--- src/design/fqse_pkg.sv ---
// ----------------------------------------------------------------------------
// fqse_pkg: form query string encoder shared definitions
// Mode codes, beat payload types, the front-to-back queue entry and defaults.
// ----------------------------------------------------------------------------
package fqse_pkg;

   localparam int LENGTH_BITS_DEFAULT = 16;
   localparam int QUEUE_DEPTH_DEFAULT = 4;
   localparam logic [15:0] OUT_SIZE_RESET = 16'd4096;

   localparam logic [2:0] MODE_START_QUERY = 3'd0;
   localparam logic [2:0] MODE_START_PAIR  = 3'd1;
   localparam logic [2:0] MODE_NAME_BYTE   = 3'd2;
   localparam logic [2:0] MODE_SEPARATOR   = 3'd3;
   localparam logic [2:0] MODE_VALUE_BYTE  = 3'd4;

   localparam logic [7:0] CHAR_PLUS    = 8'h2B;
   localparam logic [7:0] CHAR_PERCENT = 8'h25;
   localparam logic [7:0] CHAR_AMP     = 8'h26;
   localparam logic [7:0] CHAR_EQUALS  = 8'h3D;
   localparam logic [7:0] CHAR_TILDE   = 8'h7E;
   localparam logic [7:0] CHAR_SPACE   = 8'h20;
   localparam logic [7:0] CHAR_DASH    = 8'h2D;
   localparam logic [7:0] CHAR_UNDER   = 8'h5F;
   localparam logic [7:0] CHAR_DOT     = 8'h2E;

   typedef struct packed {
      logic [2:0] mode;
      logic [7:0] in_byte;
   } req_type;

   typedef struct packed {
      logic [7:0]  out_byte;
      logic [15:0] out_length;
      logic        last;
   } rsp_type;

   // One queued encoding: one byte, or three bytes for a percent escape.
   typedef struct packed {
      logic        three;
      logic [7:0]  byte0;
      logic [7:0]  byte1;
      logic [7:0]  byte2;
      logic [15:0] base_length;
   } entry_type;

endpackage

--- src/design/fqse_front.sv ---
// ----------------------------------------------------------------------------
// fqse_front: item classifier and length tracker
// Accepts one item per cycle while the queue is not full, checks capacity, updates length and the field
// halt flag, and queues the encoded bytes of each item that emits anything.
// ----------------------------------------------------------------------------
module fqse_front #(
   parameter int LENGTH_BITS = fqse_pkg::LENGTH_BITS_DEFAULT
) (
   input  logic                clock,
   input  logic                reset,
   input  logic                req_push,
   output logic                req_full,
   input  fqse_pkg::req_type   req_data,
   input  logic                csr_valid,
   output logic                csr_ready,
   input  logic [15:0]         csr_data,
   output logic                q_push,
   output fqse_pkg::entry_type q_entry,
   input  logic                q_full
);

   localparam int CW = ((LENGTH_BITS > 16) ? LENGTH_BITS : 16) + 2;

   logic [LENGTH_BITS-1:0] length_ff, length_in;
   logic                   halted_ff, halted_in;
   logic [15:0]            out_size_ff;

   logic [CW-1:0] len_w, size_w, lim_w, cap_w;
   logic          fits1, fits3, accept, plain;

   function automatic logic [7:0] hex_digit(input logic [3:0] nib);
      logic [7:0] d;
      if (nib < 4'd10) begin
         d = 8'h30 + {4'd0, nib};
      end else begin
         d = 8'h37 + {4'd0, nib};
      end
      return d;
   endfunction

   function automatic logic passes(input logic [7:0] c);
      logic p;
      p = (c >= 8'h41 && c <= 8'h5A) || (c >= 8'h61 && c <= 8'h7A) ||
          (c >= 8'h30 && c <= 8'h39) || c == fqse_pkg::CHAR_DASH ||
          c == fqse_pkg::CHAR_UNDER || c == fqse_pkg::CHAR_DOT ||
          c == fqse_pkg::CHAR_TILDE;
      return p;
   endfunction

   assign accept    = req_push && !q_full;
   assign req_full  = q_full;
   assign csr_ready = 1'b1;

   assign len_w  = CW'(length_ff);
   assign size_w = CW'(out_size_ff);
   assign lim_w  = CW'(1) << LENGTH_BITS;
   assign cap_w  = (size_w < lim_w) ? size_w : lim_w;
   assign fits1  = (len_w + CW'(1)) < cap_w;
   assign fits3  = (len_w + CW'(3)) < cap_w;
   assign plain  = passes(req_data.in_byte) || req_data.in_byte == fqse_pkg::CHAR_SPACE;

   always_comb begin
      length_in           = length_ff;
      halted_in           = halted_ff;
      q_push              = 1'b0;
      q_entry.three       = 1'b0;
      q_entry.byte0       = req_data.in_byte;
      q_entry.byte1       = hex_digit(req_data.in_byte[7:4]);
      q_entry.byte2       = hex_digit(req_data.in_byte[3:0]);
      q_entry.base_length = len_w[15:0];
      if (accept) begin
         unique case (req_data.mode) inside
            fqse_pkg::MODE_START_QUERY: begin
               length_in = '0;
               halted_in = 1'b0;
            end
            fqse_pkg::MODE_START_PAIR: begin
               halted_in     = 1'b0;
               q_entry.byte0 = fqse_pkg::CHAR_AMP;
               if (length_ff != '0 && fits1) begin
                  q_push    = 1'b1;
                  length_in = length_ff + 1'b1;
               end
            end
            fqse_pkg::MODE_SEPARATOR: begin
               halted_in     = 1'b0;
               q_entry.byte0 = fqse_pkg::CHAR_EQUALS;
               if (fits1) begin
                  q_push    = 1'b1;
                  length_in = length_ff + 1'b1;
               end
            end
            fqse_pkg::MODE_NAME_BYTE, fqse_pkg::MODE_VALUE_BYTE: begin
               if (!halted_ff) begin
                  if (plain) begin
                     if (req_data.in_byte == fqse_pkg::CHAR_SPACE) begin
                        q_entry.byte0 = fqse_pkg::CHAR_PLUS;
                     end
                     if (fits1) begin
                        q_push    = 1'b1;
                        length_in = length_ff + 1'b1;
                     end else begin
                        halted_in = 1'b1;
                     end
                  end else begin
                     q_entry.three = 1'b1;
                     q_entry.byte0 = fqse_pkg::CHAR_PERCENT;
                     if (fits3) begin
                        q_push    = 1'b1;
                        length_in = length_ff + LENGTH_BITS'(3);
                     end else begin
                        halted_in = 1'b1;
                     end
                  end
               end
            end
            default: begin
               // undefined modes: drop
            end
         endcase
      end
   end

   always_ff @(posedge clock) begin
      if (reset) begin
         length_ff   <= '0;
         halted_ff   <= 1'b0;
         out_size_ff <= fqse_pkg::OUT_SIZE_RESET;
      end else begin
         length_ff <= length_in;
         halted_ff <= halted_in;
         if (csr_valid && csr_ready) begin
            out_size_ff <= csr_data;
         end
      end
   end

endmodule

--- src/design/fqse_fifo.sv ---
// ----------------------------------------------------------------------------
// fqse_fifo: short entry queue between front and back
// Register-based FIFO; the head entry is visible while not empty.
// ----------------------------------------------------------------------------
module fqse_fifo #(
   parameter int DEPTH = fqse_pkg::QUEUE_DEPTH_DEFAULT
) (
   input  logic                clock,
   input  logic                reset,
   input  logic                push,
   input  fqse_pkg::entry_type push_entry,
   output logic                full,
   input  logic                pop,
   output fqse_pkg::entry_type head,
   output logic                empty
);

   localparam int PW = (DEPTH > 1) ? $clog2(DEPTH) : 1;
   localparam int NW = $clog2(DEPTH + 1);

   fqse_pkg::entry_type mem_ff [DEPTH];
   logic [PW-1:0] wr_ptr_ff, wr_ptr_in, rd_ptr_ff, rd_ptr_in;
   logic [NW-1:0] count_ff, count_in;
   logic          do_push, do_pop;

   assign full    = count_ff == NW'(DEPTH);
   assign empty   = count_ff == '0;
   assign do_push = push && !full;
   assign do_pop  = pop && !empty;
   assign head    = mem_ff[rd_ptr_ff];

   always_comb begin
      wr_ptr_in = wr_ptr_ff;
      rd_ptr_in = rd_ptr_ff;
      count_in  = count_ff;
      if (do_push) begin
         wr_ptr_in = (wr_ptr_ff == PW'(DEPTH - 1)) ? '0 : wr_ptr_ff + 1'b1;
      end
      if (do_pop) begin
         rd_ptr_in = (rd_ptr_ff == PW'(DEPTH - 1)) ? '0 : rd_ptr_ff + 1'b1;
      end
      if (do_push && !do_pop) begin
         count_in = count_ff + 1'b1;
      end else if (do_pop && !do_push) begin
         count_in = count_ff - 1'b1;
      end
   end

   always_ff @(posedge clock) begin
      if (reset) begin
         wr_ptr_ff <= '0;
         rd_ptr_ff <= '0;
         count_ff  <= '0;
      end else begin
         wr_ptr_ff <= wr_ptr_in;
         rd_ptr_ff <= rd_ptr_in;
         count_ff  <= count_in;
      end
   end

   always_ff @(posedge clock) begin
      if (do_push) begin
         mem_ff[wr_ptr_ff] <= push_entry;
      end
   end

endmodule

--- src/design/fqse_back.sv ---
// ----------------------------------------------------------------------------
// fqse_back: beat expander and result register
// Walks the head entry into the result register one beat per cycle while it
// is free or popped, computing the running length and marking the final beat.
// ----------------------------------------------------------------------------
module fqse_back (
   input  logic                clock,
   input  logic                reset,
   input  fqse_pkg::entry_type src,
   input  logic                src_empty,
   output logic                src_pop,
   output logic                rsp_empty,
   input  logic                rsp_pop,
   output fqse_pkg::rsp_type   rsp_data
);

   logic [1:0]        idx_ff, idx_in;
   logic              rsp_valid_ff, rsp_valid_in;
   fqse_pkg::rsp_type rsp_data_ff;
   fqse_pkg::rsp_type beat;
   logic              load, src_last;

   assign src_last = !src.three || idx_ff == 2'd2;
   assign load     = !src_empty && (!rsp_valid_ff || rsp_pop);
   assign src_pop  = load && src_last;

   always_comb begin
      case (idx_ff)
         2'd0:    beat.out_byte = src.byte0;
         2'd1:    beat.out_byte = src.byte1;
         default: beat.out_byte = src.byte2;
      endcase
      beat.out_length = src.base_length + 16'(idx_ff) + 16'd1;
      beat.last       = src_last;
   end

   always_comb begin
      idx_in       = idx_ff;
      rsp_valid_in = rsp_valid_ff;
      if (rsp_pop) begin
         rsp_valid_in = 1'b0;
      end
      if (load) begin
         rsp_valid_in = 1'b1;
         // advance within the entry, restart on its final beat
         idx_in = src_last ? 2'd0 : idx_ff + 2'd1;
      end
   end

   always_ff @(posedge clock) begin
      if (reset) begin
         idx_ff       <= 2'd0;
         rsp_valid_ff <= 1'b0;
      end else begin
         idx_ff       <= idx_in;
         rsp_valid_ff <= rsp_valid_in;
      end
   end

   always_ff @(posedge clock) begin
      if (load) begin
         rsp_data_ff <= beat;
      end
   end

   assign rsp_empty = !rsp_valid_ff;
   assign rsp_data  = rsp_data_ff;

`ifndef SYNTHESIS
   a_mid_entry_held: assert property (@(posedge clock) disable iff (reset)
      idx_ff != 2'd0 |-> !src_empty)
      else $error("back: entry left the queue before its last beat");

   a_triple_only: assert property (@(posedge clock) disable iff (reset)
      idx_ff != 2'd0 |-> src.three)
      else $error("back: beat index past a single-byte entry");

   a_advance: assert property (@(posedge clock) disable iff (reset)
      load && !src_last |=> idx_ff == $past(idx_ff) + 2'd1)
      else $error("back: beat index did not advance");
`endif

endmodule

--- src/design/form_query_string_encoder_top.sv ---
// A taken item's entry is queued, then each of its beats is registered to the ports.
// Throughput: one input item per cycle while the entry queue has room; results
// leave at one beat per cycle while popped, so a percent-escaped byte takes three
// result beats and the output channel sets the sustained rate.
// Reset: clears the query length, field halt flag and queue, and sets out_size to 4096.
// ----------------------------------------------------------------------------
// form_query_string_encoder_top: form query string encoder
// Front classifies items and tracks length, a short queue holds encodings,
// and the back streams encoded bytes one per beat.
// ----------------------------------------------------------------------------
module form_query_string_encoder_top #(
   parameter int LENGTH_BITS = fqse_pkg::LENGTH_BITS_DEFAULT,
   parameter int QUEUE_DEPTH = fqse_pkg::QUEUE_DEPTH_DEFAULT
) (
   input  logic              clock,
   input  logic              reset,
   input  logic              req_push,
   output logic              req_full,
   input  fqse_pkg::req_type req_data,
   output logic              rsp_empty,
   input  logic              rsp_pop,
   output fqse_pkg::rsp_type rsp_data,
   input  logic              csr_valid,
   output logic              csr_ready,
   input  logic [15:0]       csr_data
);

   logic                q_push, q_full, q_pop, q_empty;
   fqse_pkg::entry_type q_entry, q_head;

   fqse_front #(
      .LENGTH_BITS(LENGTH_BITS)
   ) u_front (
      .clock     (clock),
      .reset     (reset),
      .req_push  (req_push),
      .req_full  (req_full),
      .req_data  (req_data),
      .csr_valid (csr_valid),
      .csr_ready (csr_ready),
      .csr_data  (csr_data),
      .q_push    (q_push),
      .q_entry   (q_entry),
      .q_full    (q_full)
   );

   fqse_fifo #(
      .DEPTH(QUEUE_DEPTH)
   ) u_fifo (
      .clock      (clock),
      .reset      (reset),
      .push       (q_push),
      .push_entry (q_entry),
      .full       (q_full),
      .pop        (q_pop),
      .head       (q_head),
      .empty      (q_empty)
   );

   fqse_back u_back (
      .clock     (clock),
      .reset     (reset),
      .src       (q_head),
      .src_empty (q_empty),
      .src_pop   (q_pop),
      .rsp_empty (rsp_empty),
      .rsp_pop   (rsp_pop),
      .rsp_data  (rsp_data)
   );

endmodule

--- config.mk ---
export PLATFORM = sky130hd
export DESIGN_NAME = form_query_string_encoder_top
export DESIGN_NICKNAME = d
export VERILOG_FILES = /design/src/design/fqse_pkg.sv /design/src/design/fqse_front.sv /design/src/design/fqse_fifo.sv /design/src/design/fqse_back.sv /design/src/design/form_query_string_encoder_top.sv
export SDC_FILE = /design/constraint.sdc
export NUM_CORES = 1
export LEC_CHECK = 0
export ABC_AREA = 1
export BUFFER_PORTS_ARGS = -buffer_cell sky130_fd_sc_hd__buf_4
export CAP_MARGIN = 20
export CORE_MARGIN = 4
export CORE_UTILIZATION = 52
export DETAILED_ROUTE_END_ITERATION = 8
export HOLD_SLACK_MARGIN = 0.06
export PLACE_DENSITY = 0.7
export SLEW_MARGIN = 20
export SYNTH_ARGS = -nofsm -noshare
export SYNTH_HDL_FRONTEND = slang
export SYNTH_SLANG_ARGS = --single-unit
--- constraint.sdc ---
create_clock -name clock -period 5.3 [get_ports clock]
set_clock_uncertainty 0.2 [all_clocks]
set_input_delay 0.265 -clock clock [delete_from_list [all_inputs] [get_ports clock]]
set_output_delay 0.265 -clock clock [all_outputs]
set_load 0.05 [all_outputs]
After elaboration in Yosys (flattened, before gate mapping)
Memory sizes are Yosys's and may differ from the RTL's. A register that Yosys moved wholly into a read port is not among the register bits. Cells that the tools add are included. Widths: inputs -> output; s select.

Register bits: 68. Bits in latches: 0. RAM bits: 164. Memory bits (read-only): 0. Output and inout bits: 28. Logic and storage cells: 133. Memories kept: 1.

Memory list: u_fifo.mem_ff (depth 4, bits a word 41, rd ports 1, clocked after Yosys merged registers in 1, write ports 1, line fqse_fifo.sv:21) `fqse_pkg::entry_type mem_ff [DEPTH];`.

Add/sub/neg operators: 15. $mul: 0. Divide/modulo/power cells: 0. Magnitude comparators: 11. Equal/unequal tests: 17. Shift-type cells: 0. Muxes and demuxes: 40. Bitwise logic cells: 0. Reduce and logical (&&, ||, !) cells: 38.

Operators with widths (count): $mux 16 (5); $pmux 16 s4 (1); $lt 18x18->1 (2); $add 16x1->16 const B (2); $mux 8 (4); $add 6x4->7 const A (4); $eq 8x6->1 const B (3); $pmux 8 s3 (1); $mux 9 (2); $add 16x1->17 const B (1); $add 16x2->17 const B (1); $lt 16x17->1 const B (1); $mux 17 (1); $add 16x2->16 (1); $add 16x2->16 const B (1); $eq 8x7->1 const B (2); $ge 8x7->1 const B (2); $le 8x7->1 const B (2); $mux 1 (16); $pmux 8 s2 (1); $reduce_bool 16->1 (1); $logic_and 1x1->1 (11); $mux 2 (5); $logic_or 1x1->1 (9); other kinds (25) (42).

Depth between registers and ports, before layout
Gate-level depths: netlist of the first run.

Depth after elaboration: 18. Mapped depth: 31.

Cells and area by module
From an unflattened synthesis of the first run, not the netlist that was laid out.

Cells, all modules: 1303. Area, all modules: 12190.4 µm².

By module, submodules not included: fqse_fifo (instances 1, cells each 467, area an instance 6575.1 µm², seq. area each 5104.9 µm²); fqse_front (instances 1, cells each 675, area an instance 4121.5 µm², seq. area each 660.6 µm²); fqse_back (instances 1, cells each 161, area an instance 1493.9 µm², seq. area each 810.8 µm²).

Worst setup path before layout of the first run
No wires, ideal clock.

Path type: reg-to-reg. Start: register u_front.length_ff[2]. End: memory u_fifo.mem_ff[0][0] in the netlist's numbering (enable). Arrival time: 4185 ps. Required time: 4665 ps. Setup slack: 480 ps. Stages on the path, launching flop included: 22. Clock period less this slack: 4820 ps. Path through: dfxtp_1 buf_4 nand3_1 nor2_1 inv_1 nor2_1 nand2_1 xor2_1 inv_1 ha_1 a21oi_1 nand2_1 nand3_1 nand2_1 inv_2 nand3_2 buf_2 nor2_1 nor2_1 nand2_1 nand2_2 nor2_1.

Cells in the longest elaborated chain, start to end: 10. Elaborated cells on any way between the ends: 16. Those cells by class: add/sub (2); order compare (2); mux (9); reduce/logical (3).

Ends and longest elaborated chain: start: declaration (line fqse_front.sv:24) `logic [LENGTH_BITS-1:0] length_ff, length_in;`; start signal: assignment (line fqse_front.sv:130) `length_ff <= length_in;`; $add 16x2->17 / $add 16x1->17 (equally long branches) (line fqse_front.sv:59, fqse_front.sv:58); $lt 18x18->1 (on tied branches) (line fqse_front.sv:59, fqse_front.sv:58); $mux 1 (on tied branches) (line fqse_front.sv:108, fqse_front.sv:88, fqse_front.sv:99); $mux 1 (line fqse_front.sv:95) `if (plain) begin`; $mux 1 (line fqse_front.sv:94) `if (!halted_ff) begin`; $pmux 1 s3 (*) (line fqse_front.sv:72) `unique case (req_data.mode) inside`; $mux 1 (*) (line fqse_front.sv:71) `if (accept) begin`; $logic_and 1x1->1 (*) (line fqse_fifo.sv:28) `assign do_push = push && !full;`; $mux 1 (*) (line fqse_fifo.sv:62) `if (do_push) begin`; $mux 1 (not written as such) (*) (line fqse_fifo.sv:63) `mem_ff[wr_ptr_ff] <= push_entry;`; end: declaration (line fqse_fifo.sv:21).

Every way passes the cells marked *; elsewhere a longest branch is shown, timed or not.

Worst setup path in the final report of the first run
Start: register u_front.length_ff[2]. End: register u_fifo.count_ff[2].

Cells in the longest elaborated chain, start to end: 11. Elaborated cells on any way between the ends: 19. Those cells by class: add/sub (2); order compare (2); mux (8); reduce/logical (7).

Ends and longest elaborated chain: $add 16x2->17 / $add 16x1->17 (equally long branches) (line fqse_front.sv:59, fqse_front.sv:58); $lt 18x18->1 (on tied branches) (line fqse_front.sv:59, fqse_front.sv:58); $mux 1 (on tied branches) (line fqse_front.sv:108, fqse_front.sv:88, fqse_front.sv:99); $mux 1 (line fqse_front.sv:95); $mux 1 (line fqse_front.sv:94); $pmux 1 s3 (*) (line fqse_front.sv:72); $mux 1 (*) (line fqse_front.sv:71); $logic_and 1x1->1 (*) (line fqse_fifo.sv:28); net u_fifo.do_push (line fqse_fifo.sv:24) `logic do_push, do_pop;`; $logic_not 1->1 (line fqse_fifo.sv:44) `end else if (do_pop && !do_push) begin`; $logic_and 1x1->1 (line fqse_fifo.sv:44); $reduce_bool 2->1 (no source line); end signal: assignment (line fqse_fifo.sv:57) `count_ff <= count_in;`; end: declaration (line fqse_fifo.sv:23) `logic [NW-1:0] count_ff, count_in;`.

The timed path passes the listed nets; every way through them passes the cells marked *. A chain may end at the register's enable or synchronous reset.

==> impl_metrics.py, run 1 <==
metrics = {
    "status": {
        "outcome": "complete, no violations",
    },
    "clock_tree": {
        "clk_pin_slew_worst_paths_ps": 60,
        "clock_latency_ps": 510,
        "clock_sinks": 226,
        "post_cts_resized": 0,
        "post_cts_buffers": 0,
        "tritoncts.num_buffers": 24,
        "cts-root-buf": "clkbuf_16",
        "cts_tree": "done",
        "clockBufferDepth": 3,
        "htreeDepth": 1,
    },
    "setup_path": {
        "cpPeakStageDelay_ps": 600,
        "start_kind": "flop",
        "crit_family": "simple AND/OR/NAND/NOR gates",
        "slowest_stage": "dfxtp_1",
        "critPathBufInv": 4,
        "critical_path_class": "flop to flop",
        "end_kind": "flop",
        "critPathRequiredTime_ps": 5540,
        "critPathMaxFanout": 13,
        "arrival_ps": 4910,
    },
    "floorplan": {
        "dieArea_mm2": 0.0247,
        "ios": 60,
        "die_w_um": 157,
        "coreArea_mm2": 0.0218,
        "die_y_um": 157,
        "start_util": 0.530,
        "row_count": 54,
    },
    "timing": {
        "fmax_mhz": 214,
        "relSlewSlack": 0.416,
        "setup_violations": 0,
        "tns_ps": 0,
        "setup_slack_ps": 625,
        "hold_slack_ps": 71.5,
        "finalCriticalPeriod_ps": 4680,
        "grt_setup_unrepaired": "false",
        "final_hold_viol_count": 0,
        "worstMarginPinSlew_ps": 873,
        "slew_viol_final": 0,
        "period_share": 0.882,
    },
    "final_layout": {
        "final_common_cell": "nand2_1",
        "layout_common_cells": "239 x nand2_1, 181 x edfxtp_1, 151 x nor2_1, 131 x inv_1, 108 x o21ai_0",
        "finalNonFillerCells": 1608,
        "n_antenna_cell": 0,
        "area_delta_synth_final_pct": 14.9,
        "drive_gt1_frac": 0.114,
        "nets": 1396,
    },
    "detailed_routing": {
        "vias": 8642,
        "dr.pass1.iters": 5,
        "wirelength_um": 26200,
        "viasPerCell": 5.37,
        "avgRoutedWirePerCell_um": 16.3,
        "drc": 0,
        "ant_nets": 0,
        "drt_iter0_drc": 691,
    },
    "logic_synthesis": {
        "synth.avg_cell_area_um2": 9.34,
        "dominantRegCellSynth": "edfxtp_1",
        "synth_largest_area_cell": "edfxtp_1",
        "syn_area_mm2": 0.0116,
        "synth_edf_count": 181,
        "synth_top_cell_area_share": 0.470,
        "synth_nets": 1324,
        "ys_seq_area_frac": 0.548,
        "synth_cell_type_count": 44,
        "netlist_instances": 1238,
        "synth_warnings": 0,
        "synth_area_leaders": "edfxtp_1 47%, dfxtp_1 7.8%, nand2_1 7.8%, ha_1 5.6%, nor2_1 5.0%",
        "synthArstFlopShare": 0,
        "yosys_register_bits": 226,
    },
    "power": {
        "pwr_density_cell_mw_per_mm2": 417,
        "ir_worst_vdd_uv": 214,
        "power_mw": 5.54,
        "p_leak_nw": 5.47,
    },
    "global_route": {
        "antenna_found_initial": 0,
        "grt_pass1_vias": 8166,
        "grt_pass1_wl_um": 42100,
        "grt_overflow": 0,
        "grt_max_degree": 52,
        "grtUsageTotal": 0.212,
    },
    "placement": {
        "dp_hpwl_um": 17200,
        "pre_cts_slack_ps": 710,
        "post-place-cells": 1539,
        "gp_congestion": 0.921,
        "io_buffers": 58,
    },
    "job": {
        "maxCapViolations": 0,
    },
    "hold_path": {
        "hp-class": "primary input to flop",
    },
}
[cells by family (layout without fill, tap and decap cells)]
| group | Yosys count | in the layout | share of synthesized area |
|---|---|---|---|
| AND/OR/NAND/NOR | 499 | 499 | 0.184 |
| AO/OA/AOI/OAI | 226 | 226 | 0.109 |
| flip-flops | 226 | 226 | 0.548 |
| buffers and inverters | 189 | 279 | 0.0663 |
| adder cells (fa/ha/maj) | 54 | 54 | 0.0597 |
| XOR/XNOR | 43 | 43 | 0.0326 |
| other | 1 | 1 | 0.000324 |
[Yosys cell counts, types with 2 or more instances]
master / number
nand3_1: 49
nand2_2: 10
xor2_1: 39
nor3_1: 8
a21oi_2: 3
nand3b_1: 5
edfxtp_1: 181
a21oi_1: 63
fa_1: 2
a32o_1: 5
clkbuf_1: 24
buf_1: 4
nand4_1: 7
buf_6: 2
nor3_2: 2
dfxtp_1: 45
nand4_2: 2
buf_2: 13
buf_4: 7
nor2_2: 3
a21o_1: 5
nor2_4: 2
nor2_1: 155
a32oi_1: 4
clkinv_1: 2
o21ai_0: 108
or2_2: 8
xnor2_1: 4
inv_2: 6
nand2_1: 239
o22ai_1: 32
inv_1: 131
ha_1: 52
nor4_1: 3
nand3_2: 4
[worst paths after layout]
check                                         start                              end  slack, ps  depth (start not counted)
hold reg to reg      u_front.halted_ff$_SDFFE_PP0P_   u_front.halted_ff$_SDFFE_PP0P_        290                          2
hold / removal                         req_data[10]   u_front.halted_ff$_SDFFE_PP0P_         70                          5
setup reg to reg  u_front.length_ff[2]$_SDFFE_PP0P_  u_fifo.count_ff[2]$_SDFFE_PP0P_        620                         27
setup / recovery  u_front.length_ff[2]$_SDFFE_PP0P_  u_fifo.count_ff[2]$_SDFFE_PP0P_        620                         27
[power breakdown]
| group | internal [mW] | total, mW | switching, mW | leakage (nW) |
|---|---|---|---|---|
| Sequential | 2.19 | 2.28 | 0.0835 | 2.08 |
| Clock | 0.905 | 1.56 | 0.657 | 0.356 |
| Combinational | 0.494 | 1.70 | 1.20 | 3.04 |
[metrics by stage]
step / cell area (um2) / utilization
floorplan: 11600 / -
global placement: 12300 / 0.563
detailed placement: 12300 / 0.563
CTS: 13300 / 0.609
global route: 13300 / 0.609
finish: 13300 / 0.609
[worst register-to-register path, stage by stage (launching register included)]
cell and delay [ps]:
dfxtp_1 600, o21ai_0 230, nor2_1 260, nand3_1 180, nor2_1 260, nand3_1 140
xor2_1 210, inv_1 80, ha_1 310, a21oi_1 120, o21ai_0 90, nand2_1 70
nand2_1 60, clkinv_1 50, nand3_2 60, nand2_2 90, nand4_1 70, nand2_1 140
nand2_2 190, inv_2 130, ha_1 140, inv_1 60, fa_1 380, nor2_1 110
nor2_1 40, nand2_1 70, o21ai_0 80, a21oi_1 170
[layout make-up]
class | count | area (um2)
Timing Repair Buffer | 96 | 833
Fill cell | 1812 | 8540
Tap cell | 280 | 350
Clock buffer | 29 | 641
Inverter | 139 | 522
Multi-Input combinational cell | 823 | 4500
Clock inverter | 15 | 96.3
Sequential cell | 226 | 6340
[per-layer routing]
layer / global-route usage / up-vias / routed length (um)
li1: - / 4302 / -
met1: 0.308 / 4007 / 12100
met2: 0.340 / 300 / 11800
met3: 0.0280 / 33 / 1760
met4: 0.0557 / 0 / 421
met5: 0 / - / 0
[sequential cells by signal, indices dropped and copies added (netlist names), named ones only]
name	cells
u_back.idx_ff	2
u_back.rsp_data	25
u_back.rsp_valid_ff	1
u_fifo.count_ff	3
u_fifo.mem_ff	156
u_fifo.rd_ptr_ff	2
u_fifo.wr_ptr_ff	2
u_front.halted_ff	1
u_front.length_ff	16
u_front.out_size_ff	16
[what timing repair did]
item	in CTS	in global routing
setup endpoints to repair	0	0
hold endpoints to repair	61	0
hold buffers	25	0
(Power assumes the default switching activity.)
==> run 2: changes to the inputs <==
--- a/config.mk
+++ b/config.mk
@@ -12,7 +12,7 @@
 export CORE_UTILIZATION = 52
 export DETAILED_ROUTE_END_ITERATION = 8
 export HOLD_SLACK_MARGIN = 0.06
-export PLACE_DENSITY = 0.7
+export PLACE_DENSITY = 0.73
 export SLEW_MARGIN = 20
 export SYNTH_ARGS = -nofsm -noshare
 export SYNTH_HDL_FRONTEND = slang
==> constraint.sdc (replaced) <==
create_clock -name clock -period 5 [get_ports clock]
set_clock_uncertainty 0.2 [all_clocks]
set_input_delay 0.25 -clock clock [delete_from_list [all_inputs] [get_ports clock]]
set_output_delay 0.25 -clock clock [all_outputs]
set_load 0.05 [all_outputs]
==> run 2 against run 1 <==
First-iteration DRC count is 8.1% lower. Cell count is 0.19% higher. Count of clock-buffer cells in the layout is 3 lower. Worst setup slack worse by 160 ps. Core utilization is 0.43 points higher. Critical path depth stayed put. Non-clock buffer count is 5 higher. Global-route usage is 0.21 points higher. Flip-flop and latch count stayed put. Combinational power is 8% higher. Clock power is 13% higher. Largest cell class unchanged. Highest routed layer unchanged.
==> impl_metrics.py, run 2 (synthesis results as in run 1) <==
metrics = {
    "setup_path": {
        "end_kind": "flop",
        "critical_path_class": "flop to flop",
        "ff2ff_path_depth": 27,
        "start_kind": "flop",
        "crit_path_start": "u_front.length_ff[0]$_SDFFE_PP0P_",
        "critPathMaxFanout": 10,
        "timing.rr.end": "u_fifo.count_ff[2]$_SDFFE_PP0P_",
        "reg2reg_from": "u_front.length_ff[0]$_SDFFE_PP0P_",
        "critPathRequiredTime_ps": 5240,
        "reg2reg_slack_ps": 460,
        "endpoint": "u_fifo.count_ff[2]$_SDFFE_PP0P_",
        "arrival_ps": 4780,
    },
    "clock_tree": {
        "post_cts_buffers": 0,
        "clock_latency_ps": 510,
        "cts_tree": "done",
        "clockBufferDepth": 3,
        "tritoncts.num_buffers": 23,
        "clock_sinks": 226,
        "htreeDepth": 1,
        "clk_pin_slew_worst_paths_ps": 60,
        "cts-root-buf": "clkbuf_16",
    },
    "timing": {
        "finalCriticalPeriod_ps": 4540,
        "relSlewSlack": 0.376,
        "final_hold_viol_count": 0,
        "slew_viol_final": 0,
        "period_share": 0.907,
        "grt_setup_unrepaired": "false",
        "fmax_mhz": 220,
        "setup_violations": 0,
        "worstMarginPinSlew_ps": 932,
        "setup_slack_ps": 463,
        "tns_ps": 0,
    },
    "final_layout": {
        "drive_gt1_frac": 0.119,
        "area_delta_synth_final_pct": 15.7,
        "top_register": "u_fifo.mem_ff",
        "layout_common_cells": "239 x nand2_1, 181 x edfxtp_1, 151 x nor2_1, 131 x inv_1, 108 x o21ai_0",
        "final_common_cell": "nand2_1",
        "largest_register_ffs": 156,
        "num-fill-cells": 1774,
        "nets": 1400,
        "multiInputGateArea_mm2": 0.00450,
        "n_antenna_cell": 0,
        "seq_area_mm2": 0.00634,
    },
    "power": {
        "pwr_density_cell_mw_per_mm2": 448,
        "power_frac_comb": 0.306,
        "p_leak_nw": 5.52,
        "pwr-share-seq": 0.400,
        "p_clk_frac": 0.294,
        "p_sw_frac": 0.346,
        "ir_worst_vdd_uv": 297,
        "internal_power_mw": 3.91,
        "power_switching_mw": 2.07,
    },
    "hold_path": {
        "hp-class": "primary input to flop",
    },
    "placement": {
        "io_buffers": 58,
        "pre_cts_slack_ps": 454,
        "dp_hpwl_um": 17400,
        "gp_congestion": 0.928,
    },
    "detailed_routing": {
        "ant_nets": 0,
        "dr.pass1.iters": 6,
        "drt_iter0_drc": 635,
        "drc": 0,
        "viasPerCell": 5.45,
        "wirelength_um": 26300,
        "vias": 8787,
        "avgRoutedWirePerCell_um": 16.3,
    },
    "global_route": {
        "grt_overflow": 0,
        "grtUsageTotal": 0.214,
        "antenna_found_initial": 0,
        "grt_max_degree": 79,
        "grt_pass1_vias": 8190,
        "grt_pass1_wl_um": 42300,
    },
    "floorplan": {
        "start_util": 0.530,
        "row_count": 54,
        "ios": 60,
        "die_y_um": 157,
        "die_w_um": 157,
        "coreArea_mm2": 0.0218,
        "dieArea_mm2": 0.0247,
    },
    "status": {
        "outcome": "complete, no violations",
    },
    "job": {
        "maxCapViolations": 0,
    },
}
## run 2: cell types whose count changed in the layout (fill, tap and decap cells not counted), sizes merged
cell | previous run | this run
clkinv | 14 | 9
buf | 71 | 72
clkbuf | 29 | 26
inv | 137 | 140
bufinv | 1 | 4
dlygate4sd3 | 25 | 29
## run 2: worst min path at each step
stage | startpoint | slack, ps | cells past startpoint | to
floorplan | reset | 140 | 1 | u_back.idx_ff[1]$_SDFFE_PP0P_
global placement | u_front.halted_ff$_SDFFE_PP0P_ | 260 | 2 | u_front.halted_ff$_SDFFE_PP0P_
detailed placement | csr_data[12] | 270 | 3 | u_front.out_size_ff[12]$_SDFFE_PP1P_
CTS | req_data[3] | 100 | 3 | u_fifo.mem_ff[1][19]$_DFFE_PP_
global route | req_data[3] | 130 | 3 | u_fifo.mem_ff[0][19]$_DFFE_PP_
finish | req_data[3] | 120 | 3 | u_fifo.mem_ff[1][19]$_DFFE_PP_
## run 2: final cells by class
class	instances	share of cell area
Tap cell	280	0.0262
Multi-Input combinational cell	823	0.337
Inverter	139	0.0390
Clock buffer	26	0.0439
Sequential cell	226	0.474
Timing Repair Buffer	101	0.0659
Clock inverter	16	0.0146
## run 2: worst max-delay path, stage by stage (launching register included)
cell and delay (ps):
dfxtp_1 520, nand3_1 190, nor2_1 230, inv_1 110
nor2_1 200, nand2_1 90, xor2_1 210, inv_1 70
ha_1 330, a21oi_1 150, nand2_1 80, nand3_1 80
nand2_1 60, inv_2 70, nand3_2 180, nand2_1 170
nand4_1 110, nand2_1 140, nand2_2 190, inv_2 120
ha_1 140, inv_1 60, fa_1 380, nor2_1 110
nor2_1 40, nand2_1 70, o21ai_0 70, a21oi_1 130
## run 2: what timing repair did
action                     CTS  global route
gates resized for setup      0             1
hold endpoints to repair    65             0
hold buffers                29             0
setup endpoints to repair    0             1
## run 2: power by group through the flow
stage / Sequential (mW) / Combinational, mW / Clock (mW)
detailed placement: 2.44 / 1.82 / 0
finish: 2.40 / 1.83 / 1.76
global route: 2.42 / 2.00 / 1.87
floorplan: 2.82 / 0.879 / 0
global placement: 2.43 / 1.78 / 0
CTS: 2.40 / 1.84 / 1.79
## run 2: per-layer routing
| metal | track usage | vias to the layer above | wire [um] |
|---|---|---|---|
| met2 | 0.349 | 320 | 12200 |
| met5 | 0 | - | 0 |
| li1 | - | 4319 | - |
| met4 | 0.0492 | 0 | 427 |
| met1 | 0.312 | 4116 | 11800 |
| met3 | 0.0261 | 32 | 1840 |
## run 2: stage by stage
step	instance area [um2]	instances	utilization	total power, mW	hold WS, ps
3_3_place_gp	12300	1540	0.564	4.21	264
4_1_cts	13400	1611	0.613	6.03	95.5
6_report	13400	1611	0.613	5.99	120
5_1_grt	13400	1611	0.613	6.29	129
3_5_place_dp	12300	1540	0.564	4.26	271
2_1_floorplan	11600	1238	-	3.70	141
==> run 3: changes to the inputs <==
--- a/config.mk
+++ b/config.mk
@@ -13,6 +13,7 @@
 export DETAILED_ROUTE_END_ITERATION = 8
 export HOLD_SLACK_MARGIN = 0.06
 export PLACE_DENSITY = 0.73
+export REMOVE_ABC_BUFFERS = 1
 export SLEW_MARGIN = 20
 export SYNTH_ARGS = -nofsm -noshare
 export SYNTH_HDL_FRONTEND = slang
==> run 3 against run 2 <==
Count of clock-buffer cells in the layout is 7 higher. Hold slack better by 2.1 ps. Register-to-register slack better by 180 ps. Via count is 0.81% lower. Routed wire length is 3.1% lower. First-iteration DRC count is 8.7% higher. Critical path depth stayed put. Critical path type unchanged. Highest routed layer unchanged.
==> impl_metrics.py, run 3 (synthesis results as in run 1) <==
metrics = {
    "clock_tree": {
        "clock_sinks": 226,
        "cts-root-buf": "clkbuf_16",
        "clock_latency_ps": 510,
        "post_cts_buffers": 0,
        "cts_tree": "done",
        "htreeDepth": 1,
        "clockBufferDepth": 3,
        "tritoncts.num_buffers": 25,
        "clk_pin_slew_worst_paths_ps": 60,
    },
    "detailed_routing": {
        "drc": 0,
        "viasPerCell": 5.40,
        "avgRoutedWirePerCell_um": 15.8,
        "wirelength_um": 25500,
        "ant_nets": 0,
        "vias": 8716,
        "dr.pass1.iters": 5,
        "drt_iter0_drc": 690,
    },
    "final_layout": {
        "final_common_cell": "nand2_1",
        "top_register": "u_fifo.mem_ff",
        "largest_register_ffs": 156,
        "area_delta_synth_final_pct": 16.8,
        "layout_common_cells": "239 x nand2_1, 181 x edfxtp_1, 151 x nor2_1, 131 x inv_1, 108 x o21ai_0",
        "nets": 1402,
        "n_antenna_cell": 0,
        "final_util": 0.619,
        "drive_gt1_frac": 0.121,
        "fin_area_mm2": 0.0135,
    },
    "global_route": {
        "grtUsageTotal": 0.208,
        "grt_max_degree": 79,
        "grt_pass1_vias": 8077,
        "antenna_found_initial": 0,
        "grt_overflow": 0,
        "grt_pass1_wl_um": 41400,
    },
    "timing": {
        "hold_slack_ps": 123,
        "period_share": 0.871,
        "tns_ps": 0,
        "fmax_mhz": 230,
        "setup_violations": 0,
        "grt_setup_unrepaired": "false",
        "finalCriticalPeriod_ps": 4360,
        "worstMarginPinSlew_ps": 912,
        "slew_viol_final": 0,
        "final_hold_viol_count": 0,
        "relSlewSlack": 0.390,
    },
    "setup_path": {
        "start_kind": "flop",
        "critical_path_class": "flop to flop",
        "arrival_ps": 4590,
        "critPathRequiredTime_ps": 5240,
        "ff2ff_path_depth": 27,
        "critPathMaxFanout": 11,
        "end_kind": "flop",
    },
    "floorplan": {
        "ios": 60,
        "row_count": 54,
        "dieArea_mm2": 0.0247,
        "coreArea_mm2": 0.0218,
        "start_util": 0.530,
        "die_w_um": 157,
        "die_y_um": 157,
    },
    "placement": {
        "io_buffers": 58,
        "dp_hpwl_um": 16700,
        "gp_congestion": 0.905,
        "place_area_mm2": 0.0123,
    },
    "job": {
        "maxCapViolations": 0,
    },
    "status": {
        "outcome": "complete, no violations",
    },
    "power": {
        "ir_worst_vdd_uv": 458,
        "pwr_density_cell_mw_per_mm2": 459,
        "p_leak_nw": 5.58,
        "power_mw": 6.20,
    },
    "hold_path": {
        "hp-class": "primary input to flop",
        "min_delay_path_depth": 3,
    },
}
[run 3: final cells by class]
cell class / instances / area (um2)
Fill cell: 1761 / 8310
Sequential cell: 226 / 6340
Multi-Input combinational cell: 823 / 4500
Timing Repair Buffer: 101 / 883
Clock buffer: 33 / 697
Inverter: 139 / 522
Tap cell: 280 / 350
Clock inverter: 12 / 216
[run 3: final timing paths]
kind / from / end / slack (ps)
max reg2reg: u_front.length_ff[3]$_SDFFE_PP0P_ / u_fifo.count_ff[2]$_SDFFE_PP0P_ / 640
max: u_front.length_ff[3]$_SDFFE_PP0P_ / u_fifo.count_ff[2]$_SDFFE_PP0P_ / 640
min: req_data[3] / u_fifo.mem_ff[1][19]$_DFFE_PP_ / 120
min reg2reg: u_front.halted_ff$_SDFFE_PP0P_ / u_front.halted_ff$_SDFFE_PP0P_ / 290
[run 3: report_power, final]
| group | switching (mW) | total [mW] | leakage, nW | internal [mW] |
|---|---|---|---|---|
| registers | 0.0677 | 2.39 | 2.08 | 2.33 |
| clock network | 0.702 | 1.99 | 0.446 | 1.29 |
| logic | 1.28 | 1.81 | 3.06 | 0.532 |
| total | 2.05 | 6.20 | 5.58 | 4.15 |
[run 3: stage by stage]
step | setup WS, ps | std cells
global route | 120 | 1614
global placement | 688 | 1539
floorplan | 20.5 | 1188
CTS | 607 | 1614
finish | 644 | 1614
detailed placement | 639 | 1539
[run 3: worst max-delay path: stages, from the launching register on]
cell and delay [ps]:
dfxtp_1 560, nand2_1 130, nor2_1 180, inv_1 100, nor2_1 190, nand2_1 100, xor2_1 220, inv_1 70
ha_1 330, a21oi_1 160, nand2_1 80, nand3_1 80, nand2_1 70, inv_2 70, nand3_2 110, nand2_1 120
nand4_1 90, nand2_1 100, nand2_2 170, inv_2 110, ha_1 140, inv_1 60, fa_1 380, nor2_1 120
nor2_1 50, nand2_1 60, o21ai_0 70, a21oi_1 130
[run 3: metal layers]
layer,track usage,share of wire,vias to the layer above
met5,0,0,-
met4,0.0447,0.011,0
li1,-,-,4320
met1,0.304,0.46,4096
met3,0.0258,0.064,28
met2,0.337,0.47,272
[run 3: repair_timing]
action                     4_1_cts  5_1_grt
setup endpoints to repair        0        1
gates resized for setup          0        1
hold endpoints to repair        66        0
hold buffers                    30        0
